===== config.mk =====
export PLATFORM = sky130hd
export DESIGN_NAME = http_request_router
export DESIGN_NICKNAME = d
export VERILOG_FILES = /design/src/design/hrr_pkg.sv /design/src/design/hrr_parse.sv /design/src/design/http_request_router.sv
export VERILOG_INCLUDE_DIRS = /design/src /design/src/design
export SDC_FILE = /design/constraint.sdc
export NUM_CORES = 1
export LEC_CHECK = 0
export ABC_AREA = 1
export ABC_CLOCK_PERIOD_IN_PS = 2400
export BUFFER_PORTS_ARGS = -buffer_cell sky130_fd_sc_hd__buf_4
export CORE_MARGIN = 2
export CORE_UTILIZATION = 50
export CTS_BUF_LIST = sky130_fd_sc_hd__clkbuf_4 sky130_fd_sc_hd__clkbuf_8
export DETAILED_ROUTE_END_ITERATION = 10
export GPL_TIMING_DRIVEN = 1
export PLACE_DENSITY = 0.7
export REMOVE_ABC_BUFFERS = 1
export SLEW_MARGIN = 10
export SYNTH_ARGS = -nofsm -noshare
export SYNTH_HDL_FRONTEND = slang
export SYNTH_HIERARCHICAL = 1
export SYNTH_SLANG_ARGS = --single-unit
export TNS_END_PERCENT = 100

===== constraint.sdc =====
create_clock -name clk -period 2.4 [get_ports clk]
set_input_delay 0.24 -clock clk [delete_from_list [all_inputs] [get_ports clk]]
set_output_delay 0.24 -clock clk [all_outputs]
set_load 0.02 [all_outputs]

===== src/design/http_request_router_assert.svh =====
// Assertion macros for the request router.
`ifndef HTTP_REQUEST_ROUTER_ASSERT_SVH
`define HTTP_REQUEST_ROUTER_ASSERT_SVH

`ifndef SYNTHESIS

// Checked only while out of reset.
`define HRR_ASSERT(lbl, clk, rst_n, prop) \
    lbl: assert property (@(posedge clk) disable iff (!rst_n) prop) \
        else $error("hrr assertion failed");

// Checked at every edge, reset included.
`define HRR_ASSERT_ALWAYS(lbl, clk, prop) \
    lbl: assert property (@(posedge clk) prop) \
        else $error("hrr assertion failed");

`else

`define HRR_ASSERT(lbl, clk, rst_n, prop)
`define HRR_ASSERT_ALWAYS(lbl, clk, prop)

`endif

`endif


===== src/design/hrr_pkg.sv =====
`timescale 1ns / 1ps

package hrr_pkg;

    localparam logic [1:0] ROUTE_ROOT     = 2'd0;
    localparam logic [1:0] ROUTE_STATS    = 2'd1;
    localparam logic [1:0] ROUTE_EVENTS   = 2'd2;
    localparam logic [1:0] ROUTE_NOTFOUND = 2'd3;

    localparam logic [7:0] CH_SP    = 8'h20;
    localparam logic [7:0] CH_CR    = 8'h0D;
    localparam logic [7:0] CH_SLASH = 8'h2F;

    localparam logic [3:0] STATS_LEN  = 4'd10;
    localparam logic [3:0] EVENTS_LEN = 4'd7;
    localparam logic [3:0] HNAME_LEN  = 4'd11;
    localparam logic [3:0] HVAL_LEN   = 4'd10;
    localparam logic [3:0] COUNT_MAX  = 4'd15;

    // bit positions in the path candidate mask
    localparam int HOPE_ROOT   = 0;
    localparam int HOPE_STATS  = 1;
    localparam int HOPE_EVENTS = 2;

    typedef enum logic [2:0] {
        PH_METHOD = 3'b001,
        PH_PATH   = 3'b010,
        PH_HDR    = 3'b100
    } phase_t;

    typedef enum logic [2:0] {
        HP_NAME  = 3'b001,
        HP_VALUE = 3'b010,
        HP_DONE  = 3'b100
    } hdr_phase_t;

    typedef struct packed {
        logic       step;
        logic       last;
        logic [7:0] data;
    } hrr_word_t;

    typedef struct packed {
        logic [1:0] route;
        logic       persist;
    } hrr_result_t;

    function automatic logic [7:0] stats_char(input logic [3:0] idx);
        logic [7:0] c;
        case (idx)
            4'd0:    c = "/";
            4'd1:    c = "a";
            4'd2:    c = "p";
            4'd3:    c = "i";
            4'd4:    c = "/";
            4'd5:    c = "s";
            4'd6:    c = "t";
            4'd7:    c = "a";
            4'd8:    c = "t";
            4'd9:    c = "s";
            default: c = 8'h00;
        endcase
        return c;
    endfunction

    function automatic logic [7:0] events_char(input logic [3:0] idx);
        logic [7:0] c;
        case (idx)
            4'd0:    c = "/";
            4'd1:    c = "e";
            4'd2:    c = "v";
            4'd3:    c = "e";
            4'd4:    c = "n";
            4'd5:    c = "t";
            4'd6:    c = "s";
            default: c = 8'h00;
        endcase
        return c;
    endfunction

    function automatic logic [7:0] hname_char(input logic [3:0] idx);
        logic [7:0] c;
        case (idx)
            4'd0:    c = "C";
            4'd1:    c = "o";
            4'd2:    c = "n";
            4'd3:    c = "n";
            4'd4:    c = "e";
            4'd5:    c = "c";
            4'd6:    c = "t";
            4'd7:    c = "i";
            4'd8:    c = "o";
            4'd9:    c = "n";
            4'd10:   c = ":";
            default: c = 8'h00;
        endcase
        return c;
    endfunction

    function automatic logic [7:0] hval_char(input logic [3:0] idx);
        logic [7:0] c;
        case (idx)
            4'd0:    c = "k";
            4'd1:    c = "e";
            4'd2:    c = "e";
            4'd3:    c = "p";
            4'd4:    c = "-";
            4'd5:    c = "a";
            4'd6:    c = "l";
            4'd7:    c = "i";
            4'd8:    c = "v";
            4'd9:    c = "e";
            default: c = 8'h00;
        endcase
        return c;
    endfunction

endpackage


===== src/design/hrr_parse.sv =====
`timescale 1ns / 1ps
`include "http_request_router_assert.svh"

module hrr_parse
    import hrr_pkg::*;
(
    input  logic        clk,
    input  logic        rst_n,
    input  hrr_word_t   word,
    output hrr_result_t result
);

    phase_t     phase_reg, phase_next;
    logic [3:0] path_count_reg, path_count_next;
    logic [2:0] path_hopes_reg, path_hopes_next;
    logic [3:0] header_count_reg, header_count_next;
    hdr_phase_t header_phase_reg, header_phase_next;
    logic       keep_seen_reg, keep_seen_next;

    always_comb
    begin
        logic       do_value;
        logic [3:0] hc_v;
        logic [7:0] b;

        b                 = word.data;
        do_value          = 1'b0;
        hc_v              = 4'd0;
        phase_next        = phase_reg;
        path_count_next   = path_count_reg;
        path_hopes_next   = path_hopes_reg;
        header_count_next = header_count_reg;
        header_phase_next = header_phase_reg;
        keep_seen_next    = keep_seen_reg;

        if (word.step)
        begin
            case (phase_reg)
                PH_METHOD:
                begin
                    if (b == CH_SP)
                        phase_next = PH_PATH;
                end
                PH_PATH:
                begin
                    if (b inside {CH_SP, CH_CR})
                        phase_next = PH_HDR;
                    else
                    begin
                        if (path_count_reg != 4'd0 || b != CH_SLASH)
                            path_hopes_next[HOPE_ROOT] = 1'b0;
                        if (path_count_reg < STATS_LEN && b != stats_char(path_count_reg))
                            path_hopes_next[HOPE_STATS] = 1'b0;
                        if (path_count_reg < EVENTS_LEN && b != events_char(path_count_reg))
                            path_hopes_next[HOPE_EVENTS] = 1'b0;
                        if (path_count_reg != COUNT_MAX)
                            path_count_next = path_count_reg + 4'd1;
                    end
                end
                PH_HDR:
                begin
                    if (header_phase_reg == HP_NAME)
                    begin
                        if (header_count_reg == HNAME_LEN)
                        begin
                            // byte after the colon: header counts, value starts here
                            header_phase_next = HP_VALUE;
                            header_count_next = 4'd0;
                            do_value          = 1'b1;
                            hc_v              = 4'd0;
                        end
                        else if (b == hname_char(header_count_reg))
                            header_count_next = header_count_reg + 4'd1;
                        else if (b == hname_char(4'd0))
                            header_count_next = 4'd1;
                        else
                            header_count_next = 4'd0;
                    end
                    else if (header_phase_reg == HP_VALUE)
                    begin
                        do_value = 1'b1;
                        hc_v     = header_count_reg;
                    end

                    if (do_value)
                    begin
                        if (hc_v == 4'd0 && b == CH_SP)
                            header_count_next = hc_v;
                        else if (hc_v < HVAL_LEN && b == hval_char(hc_v))
                        begin
                            header_count_next = hc_v + 4'd1;
                            if (hc_v == HVAL_LEN - 4'd1)
                            begin
                                keep_seen_next    = 1'b1;
                                header_phase_next = HP_DONE;
                            end
                        end
                        else
                            header_phase_next = HP_DONE;
                    end
                end
                default:
                begin
                    phase_next = phase_reg;
                end
            endcase
        end

        if (phase_next == PH_METHOD)
            result.route = ROUTE_ROOT;
        else if (path_count_next == 4'd1 && path_hopes_next[HOPE_ROOT])
            result.route = ROUTE_ROOT;
        else if (path_count_next >= STATS_LEN && path_hopes_next[HOPE_STATS])
            result.route = ROUTE_STATS;
        else if (path_count_next >= EVENTS_LEN && path_hopes_next[HOPE_EVENTS])
            result.route = ROUTE_EVENTS;
        else
            result.route = ROUTE_NOTFOUND;
        result.persist = keep_seen_next || (result.route == ROUTE_EVENTS);

        // end of request: back to the start state
        if (word.step && word.last)
        begin
            phase_next        = PH_METHOD;
            path_count_next   = 4'd0;
            path_hopes_next   = 3'b111;
            header_count_next = 4'd0;
            header_phase_next = HP_NAME;
            keep_seen_next    = 1'b0;
        end
    end

    always_ff @(posedge clk or negedge rst_n)
    begin
        if (!rst_n)
        begin
            phase_reg        <= PH_METHOD;
            path_count_reg   <= 4'd0;
            path_hopes_reg   <= 3'b111;
            header_count_reg <= 4'd0;
            header_phase_reg <= HP_NAME;
            keep_seen_reg    <= 1'b0;
        end
        else
        begin
            phase_reg        <= phase_next;
            path_count_reg   <= path_count_next;
            path_hopes_reg   <= path_hopes_next;
            header_count_reg <= header_count_next;
            header_phase_reg <= header_phase_next;
            keep_seen_reg    <= keep_seen_next;
        end
    end

    `HRR_ASSERT(a_restart_after_last, clk, rst_n,
        word.step && word.last |=> phase_reg == PH_METHOD && header_count_reg == 4'd0 &&
        !keep_seen_reg && path_hopes_reg == 3'b111)
    `HRR_ASSERT(a_keep_only_when_done, clk, rst_n,
        keep_seen_reg |-> header_phase_reg == HP_DONE && phase_reg == PH_HDR)
    `HRR_ASSERT_ALWAYS(a_name_count_range, clk,
        header_phase_reg == HP_NAME |-> header_count_reg <= HNAME_LEN)

endmodule


===== src/design/http_request_router.sv =====
`timescale 1ns / 1ps
`include "http_request_router_assert.svh"

// HTTP request router.
// Input channel: one request byte per word on byte_in, with last marking the
// final byte; a word moves when in_valid is high and in_stall is low.
// Output channel: one word per request (route, persist), shown on
// out_valid and held while out_stall is high.
// Route codes: 0 root, 1 stats, 2 event stream (persist forced), 3 not found.
// The last byte of a request passes the input register, then the result
// register, before out_valid rises; a stalled result ahead of it can hold it
// in the input register.
// Throughput: one byte per cycle while in_stall is low; the per-byte match sits
// between the input register and the parse state, so bytes flow back to back.
// A stalled result blocks only the next last byte; other bytes keep flowing,
// and in_stall rises only when a held byte cannot advance.
// Reset (rst_n low, asynchronous) empties both registers and returns the
// parser to the start of a request.

module http_request_router
    import hrr_pkg::*;
(
    input  logic       clk,
    input  logic       rst_n,
    input  logic       in_valid,
    output logic       in_stall,
    input  logic [7:0] byte_in,
    input  logic       last,
    output logic       out_valid,
    input  logic       out_stall,
    output logic [1:0] route,
    output logic       persist
);

    logic        in_vld_reg, in_vld_next;
    logic [7:0]  byte_reg;
    logic        last_reg;
    logic        out_vld_reg, out_vld_next;
    hrr_result_t res_reg;
    hrr_result_t res_comb;
    hrr_word_t   word;
    logic        adv;
    logic        take;

    assign adv      = in_vld_reg && (!last_reg || !out_vld_reg || !out_stall);
    assign in_stall = in_vld_reg && !adv;
    assign take     = in_valid && !in_stall;

    assign word.step = adv;
    assign word.last = last_reg;
    assign word.data = byte_reg;

    hrr_parse u_parse (
        .clk    (clk),
        .rst_n  (rst_n),
        .word   (word),
        .result (res_comb)
    );

    always_comb
    begin
        if (take)
            in_vld_next = 1'b1;
        else if (adv)
            in_vld_next = 1'b0;
        else
            in_vld_next = in_vld_reg;

        if (adv && last_reg)
            out_vld_next = 1'b1;
        else if (out_vld_reg && !out_stall)
            out_vld_next = 1'b0;
        else
            out_vld_next = out_vld_reg;
    end

    always_ff @(posedge clk or negedge rst_n)
    begin
        if (!rst_n)
        begin
            in_vld_reg  <= 1'b0;
            out_vld_reg <= 1'b0;
        end
        else
        begin
            in_vld_reg  <= in_vld_next;
            out_vld_reg <= out_vld_next;
        end
    end

    always_ff @(posedge clk)
    begin
        if (take)
        begin
            byte_reg <= byte_in;
            last_reg <= last;
        end
        if (adv && last_reg)
            res_reg <= res_comb;
    end

    assign out_valid = out_vld_reg;
    assign route     = res_reg.route;
    assign persist   = res_reg.persist;

    `HRR_ASSERT(a_events_keep, clk, rst_n,
        out_vld_reg && res_reg.route == ROUTE_EVENTS |-> res_reg.persist)
    `HRR_ASSERT(a_result_from_last, clk, rst_n,
        out_vld_reg && !$past(out_vld_reg) |-> $past(in_vld_reg && last_reg))
    `HRR_ASSERT_ALWAYS(a_stall_holds_word, clk,
        in_stall |-> in_vld_reg && last_reg && out_vld_reg)

endmodule


After elaboration in Yosys (flattened, before gate mapping)
Memory sizes are Yosys's and may differ from the RTL's.
Cells that the tools add are included.
Cells by class
  $add $sub $neg: 3
  magnitude comparators: 5
  equal/unequal tests: 25
  muxes and demuxes: 75
  reduce and logical (&&, ||, !) cells: 31
Operators by type and width (number)
  two-way mux 8 bit: 14
  two-way mux 4 bit: 18
  two-way mux 3 bit: 17
  one-hot mux 7 bit (6 select lines): 1
  two-way mux 1 bit: 21
  == test 8 bit: 2
  inequality test 8 bit: 2
  adder 4 x 1 -> 4 bit (second input constant): 3
  == test 4 x 3 -> 1 bit (second input constant): 3
  logical AND 1 bit: 12
  nonzero test 2 bit: 5
  == test 3 x 1 -> 1 bit (second input constant): 3
  == test 4 x 1 -> 1 bit (second input constant): 2
  == test 4 x 2 -> 1 bit (second input constant): 2
  == test 4 bit (second input constant): 2
  == test 8 x 4 -> 1 bit (second input constant): 1
  == test 8 x 6 -> 1 bit (second input constant): 1
  == test 8 x 7 -> 1 bit (second input constant): 1
  logical NOT 4 bit: 2
  less-than comparator 4 bit (second input constant): 2
  inequality test 8 x 6 -> 1 bit (second input constant): 1
  == test 3 x 2 -> 1 bit (second input constant): 2
  two-way mux 2 bit: 3
  one-hot mux 3 bit (2 select lines): 1
  other kinds (11): 18
Word-level totals
  register bits: 32
  bits in read-only memories: 336
  bits of input ports: 13
  output and inout bits: 5
  word-level logic and storage cells: 154
  memories: 3
Memories
  (no name shown): depth 16, width 7, rd ports 1, clocked after Yosys merged registers in 0, wr ports 0, line hrr_pkg.sv:50  | case (idx)
  (no name shown): depth 16, width 7, rd ports 1, clocked after Yosys merged registers in 0, wr ports 0, line hrr_pkg.sv:83  | case (idx)
  (no name shown): depth 16, width 7, rd ports 1, clocked after Yosys merged registers in 0, wr ports 0, line hrr_pkg.sv:102  | case (idx)

Logic depth before layout (Yosys ltp)
  depth after elaboration: 19
  gate-level depth with buffers: 18

Cells and area by module
Netlist, hierarchy kept.
Modules (own cells, without submodules)
  hrr_parse: instances 1, cells each 407, area each 2396.0 µm²
  http_request_router: instances 1, cells each 26, area each 466.7 µm²

Least setup slack after synthesis
Ideal clock, no wire load.
  path kind: reg2reg
  start point: register u_parse.header_count_reg[0]
  end point: register res_reg (netlist bit persist), data pin
  setup time: 0.253 ns
  arrival: 1.878 ns
  path slack: 0.268 ns
  cell stages (with the launch flop): 15
  period minus slack after synthesis: 2.132 ns
  cells stage by stage: dfrtp_1 inv_1 nor2_1 inv_1 ha_1 o21ai_1 nand3_1 nand2_1 nand2_1 nand2_1 nor2_2 nand2_1 o21bai_1 inv_1 nand2_1
RTL lines
  from (decl): line hrr_parse.sv:16  | logic [3:0] header_count_reg, header_count_next;
  from (signal assigned): line hrr_parse.sv:149  | header_count_reg <= header_count_next;
  to (signal assigned): line http_request_router.sv:99  | res_reg <= res_comb;
  to (decl): line http_request_router.sv:39  | hrr_result_t res_reg;

==> results.toml <==
[route]
post_drt_wl_per_cell_um = 13.67
first_pass_iters = 6
drt-initial-drc-count = 167
drt-vias-per-instance = 5.271
ant_nets = 0
drt-total-wl_um = 7353
drcViolationCount = 0
vias = 2836

[place]
globalplace.congestion = 0.9258
port_buffers = 17
hpwlAfterDp_um = 5641
pre_cts_slack_ns = -0.001487
placement.cell_area_um2 = 3118

[finish]
largest_reg_flops = 8
nets = 497
antennaDiodeCount = 0
drive_gt1_frac = 0.1910
fin_util = 0.5980
syn_to_final_growth_pct = 15.04
stdcell_area_um2 = 3293

[power_and_ir_drop]
p_per_area_nw_per_um2 = 436.8
cellLeakagePower_uw = 0.001695
peakVddDrop_mv = 0.4195

[cts]
clk_latency_ns = 0.29
cts.htree.levels = 2
clock_path_buffers = 2
cts_buffers = 5
cts_tree = "built"
root_buffer = "clkbuf_8"
clk_pin_slew_ns = 0.07
clock-sinks = 32

[floorplanning]
dieWidth_um = 79.67
dieArea_um2 = 6347
ios = 18
die_y_um = 79.67
rows = 27
initial_core_util = 0.5199
core-area_um2 = 5507

[critical_path]
worstPathMaxFanout = 4
cp_data_required_time_ns = 2.44
crit_arrival_ns = 2.32
worstSetupStartpointType = "register"
cp-end-kind = "register"
criticalPathCategory = "reg -> reg"

[sta]
min_period_ns = 2.279
fin_tns_setup_ns = 0
skew_ns = 0.008378
timing.slew.headroom = 0.5326
setup_viol = 0
hold_viol_final = 0
rsz0062_at_grt = "yes"
worst_slew_pin_slew_ns = 0.6985
period_share = 0.9496
timing.final.max_slew_violations = 0
max_freq_mhz = 438.8
setup_ws_ns = 0.1208

[logic_synthesis]
async_flop_share = 0.6250
synthDistinctLibCells = 35
synthFlopType = "dfrtp_1"
syn_avg_cell_area_um2 = 6.611
yosysSeqAreaShare = 0.3029
syn_area_um2 = 2863
netlist_instances = 433
synth-seq-cells = 32
yosysWarnings = 6
synth_edf_count = 12

[grt]
grt_antenna_before_repair = 0
grt_pass1_vias = 2610
grt_max_degree = 21
grt_overflow = 0
grt_pass1_wl_um = 12100
grt_usage = 0.2424

[hold_path]
hold_class = "in -> reg"

[flow_run]
drv_cap = 0

[run_status]
status = "finished, final reports clean"
[cell usage after synthesis, types with 4 or more instances]
cell      number  share of area
nor2_2         8          0.017
edfxtp_1      12           0.13
nand3_1       38          0.066
xor2_1         6          0.018
dfstp_2        5          0.046
inv_1         48          0.063
dfrtp_1       15           0.13
nand3_2        6          0.021
o21ai_1        6          0.010
inv_2         10          0.013
nand4_1       13          0.028
ha_1          19          0.083
nor3_1         8          0.014
nor2_1        41          0.054
o21ai_0       13          0.023
a21oi_1       13          0.023
nand2_2        4         0.0087
nand2_1      141           0.18
[repair_timing]
action | 4_1_cts | 5_1_grt
endpoints found under the hold margin | 15 | 0
setup buffers | 0 | 3
gates resized for setup | 3 | 13
setup endpoints to repair | 1 | 10
hold buffers | 1 | 0
pin swaps | 0 | 1
[cell usage in the layout (no fill, tap or decap), types with 2 or more instances in the layout]
cell / count
nand2_1: 141
inv_1: 46
nor2_1: 39
nand3_1: 37
buf_4: 31
ha_1: 17
dfrtp_1: 13
nand4_1: 13
a21oi_1: 13
edfxtp_1: 12
inv_2: 12
o21ai_0: 12
nor3_1: 8
o21ai_1: 7
nand3_2: 6
nor2_2: 6
xor2_1: 6
clkbuf_8: 5
dfstp_2: 5
nand2_2: 4
nor2_4: 4
o211ai_1: 3
clkinv_1: 3
clkinv_2: 2
a21oi_2: 2
nor3_2: 2
o21bai_1: 2
dfrtp_2: 2
[area by class of cell]
cell class | count | area (µm²)
fillers | 553 | 2213
multi-input cells | 332 | 1768
flip-flops and latches | 32 | 869.6
repair buffers | 32 | 242.7
inverters | 62 | 235.2
well taps | 72 | 90.09
clock buffers | 5 | 68.82
clock inverters | 3 | 18.77
[kinds of logic after synthesis]
kind of cell             Yosys count  synth area share
flip-flops                        32            0.3029
buffers and inverters             69           0.09790
AND/OR/NAND/NOR                  263            0.4060
XOR/XNOR                           6           0.01836
AO/OA/AOI/OAI                     44           0.09179
adder cells (fa/ha/maj)           19           0.08304
[per-stage QoR]
step / hold WS (ns) / total power [µW] / cells
floorplan: -0.05559 / 890.7 / 426
global placement: 0.1381 / 1019 / 526
detailed placement: 0.1494 / 1021 / 526
CTS: 0.1204 / 1437 / 535
global route: 0.1179 / 1525 / 538
finish: 0.1284 / 1439 / 538
[critical path, cell delays in order (launching register included)]
cell and delay, ns:
dfrtp_1 0.41, inv_1 0.16, ha_1 0.24, inv_1 0.07, o21ai_1 0.20, nand2_1 0.09
xor2_1 0.17, nor3_1 0.15, nand3_1 0.10, nand2_1 0.11, nand4_1 0.14, and2_1 0.20
[final timing paths]
path                                                startpoint                                       to  slack [ns]  depth (start not counted)
hold reg to reg            u_parse/path_hopes_reg[1]$_DFF_PN1_      u_parse/path_hopes_reg[1]$_DFF_PN1_        0.47                          2
min in group asynchronous                                rst_n                    out_valid$_DFFE_PN0P_        0.38                          2
setup / recovery           u_parse/path_count_reg[1]$_DFF_PN0_                       route[1]$_DFFE_PP_        0.12                         11
max in group asynchronous                                rst_n  u_parse/header_phase_reg[0]$_DFFE_PN1P_        1.74                          2
hold / removal                                      byte_in[4]                    byte_reg[4]$_DFFE_PP_        0.13                          1
setup reg to reg           u_parse/path_count_reg[1]$_DFF_PN0_                       route[1]$_DFFE_PP_        0.12                         11
[power breakdown]
part,total (µW),switching [µW],internal [µW]
Clock,407,205,202
Combinational,382,250,133
Sequential,649,39.8,609
[metal layers]
metal | track usage | wire length [µm] | up-vias | part of all wire
met4 | 0.06897 | 92 | 0 | 0.013
met1 | 0.3495 | 3407 | 1277 | 0.46
met5 | 0 | 0 | - | 0
met3 | 0.03394 | 416 | 11 | 0.057
li1 | - | - | 1457 | -
met2 | 0.3782 | 3436 | 91 | 0.47
No activity file was read; power rests on OpenSTA's default activity.
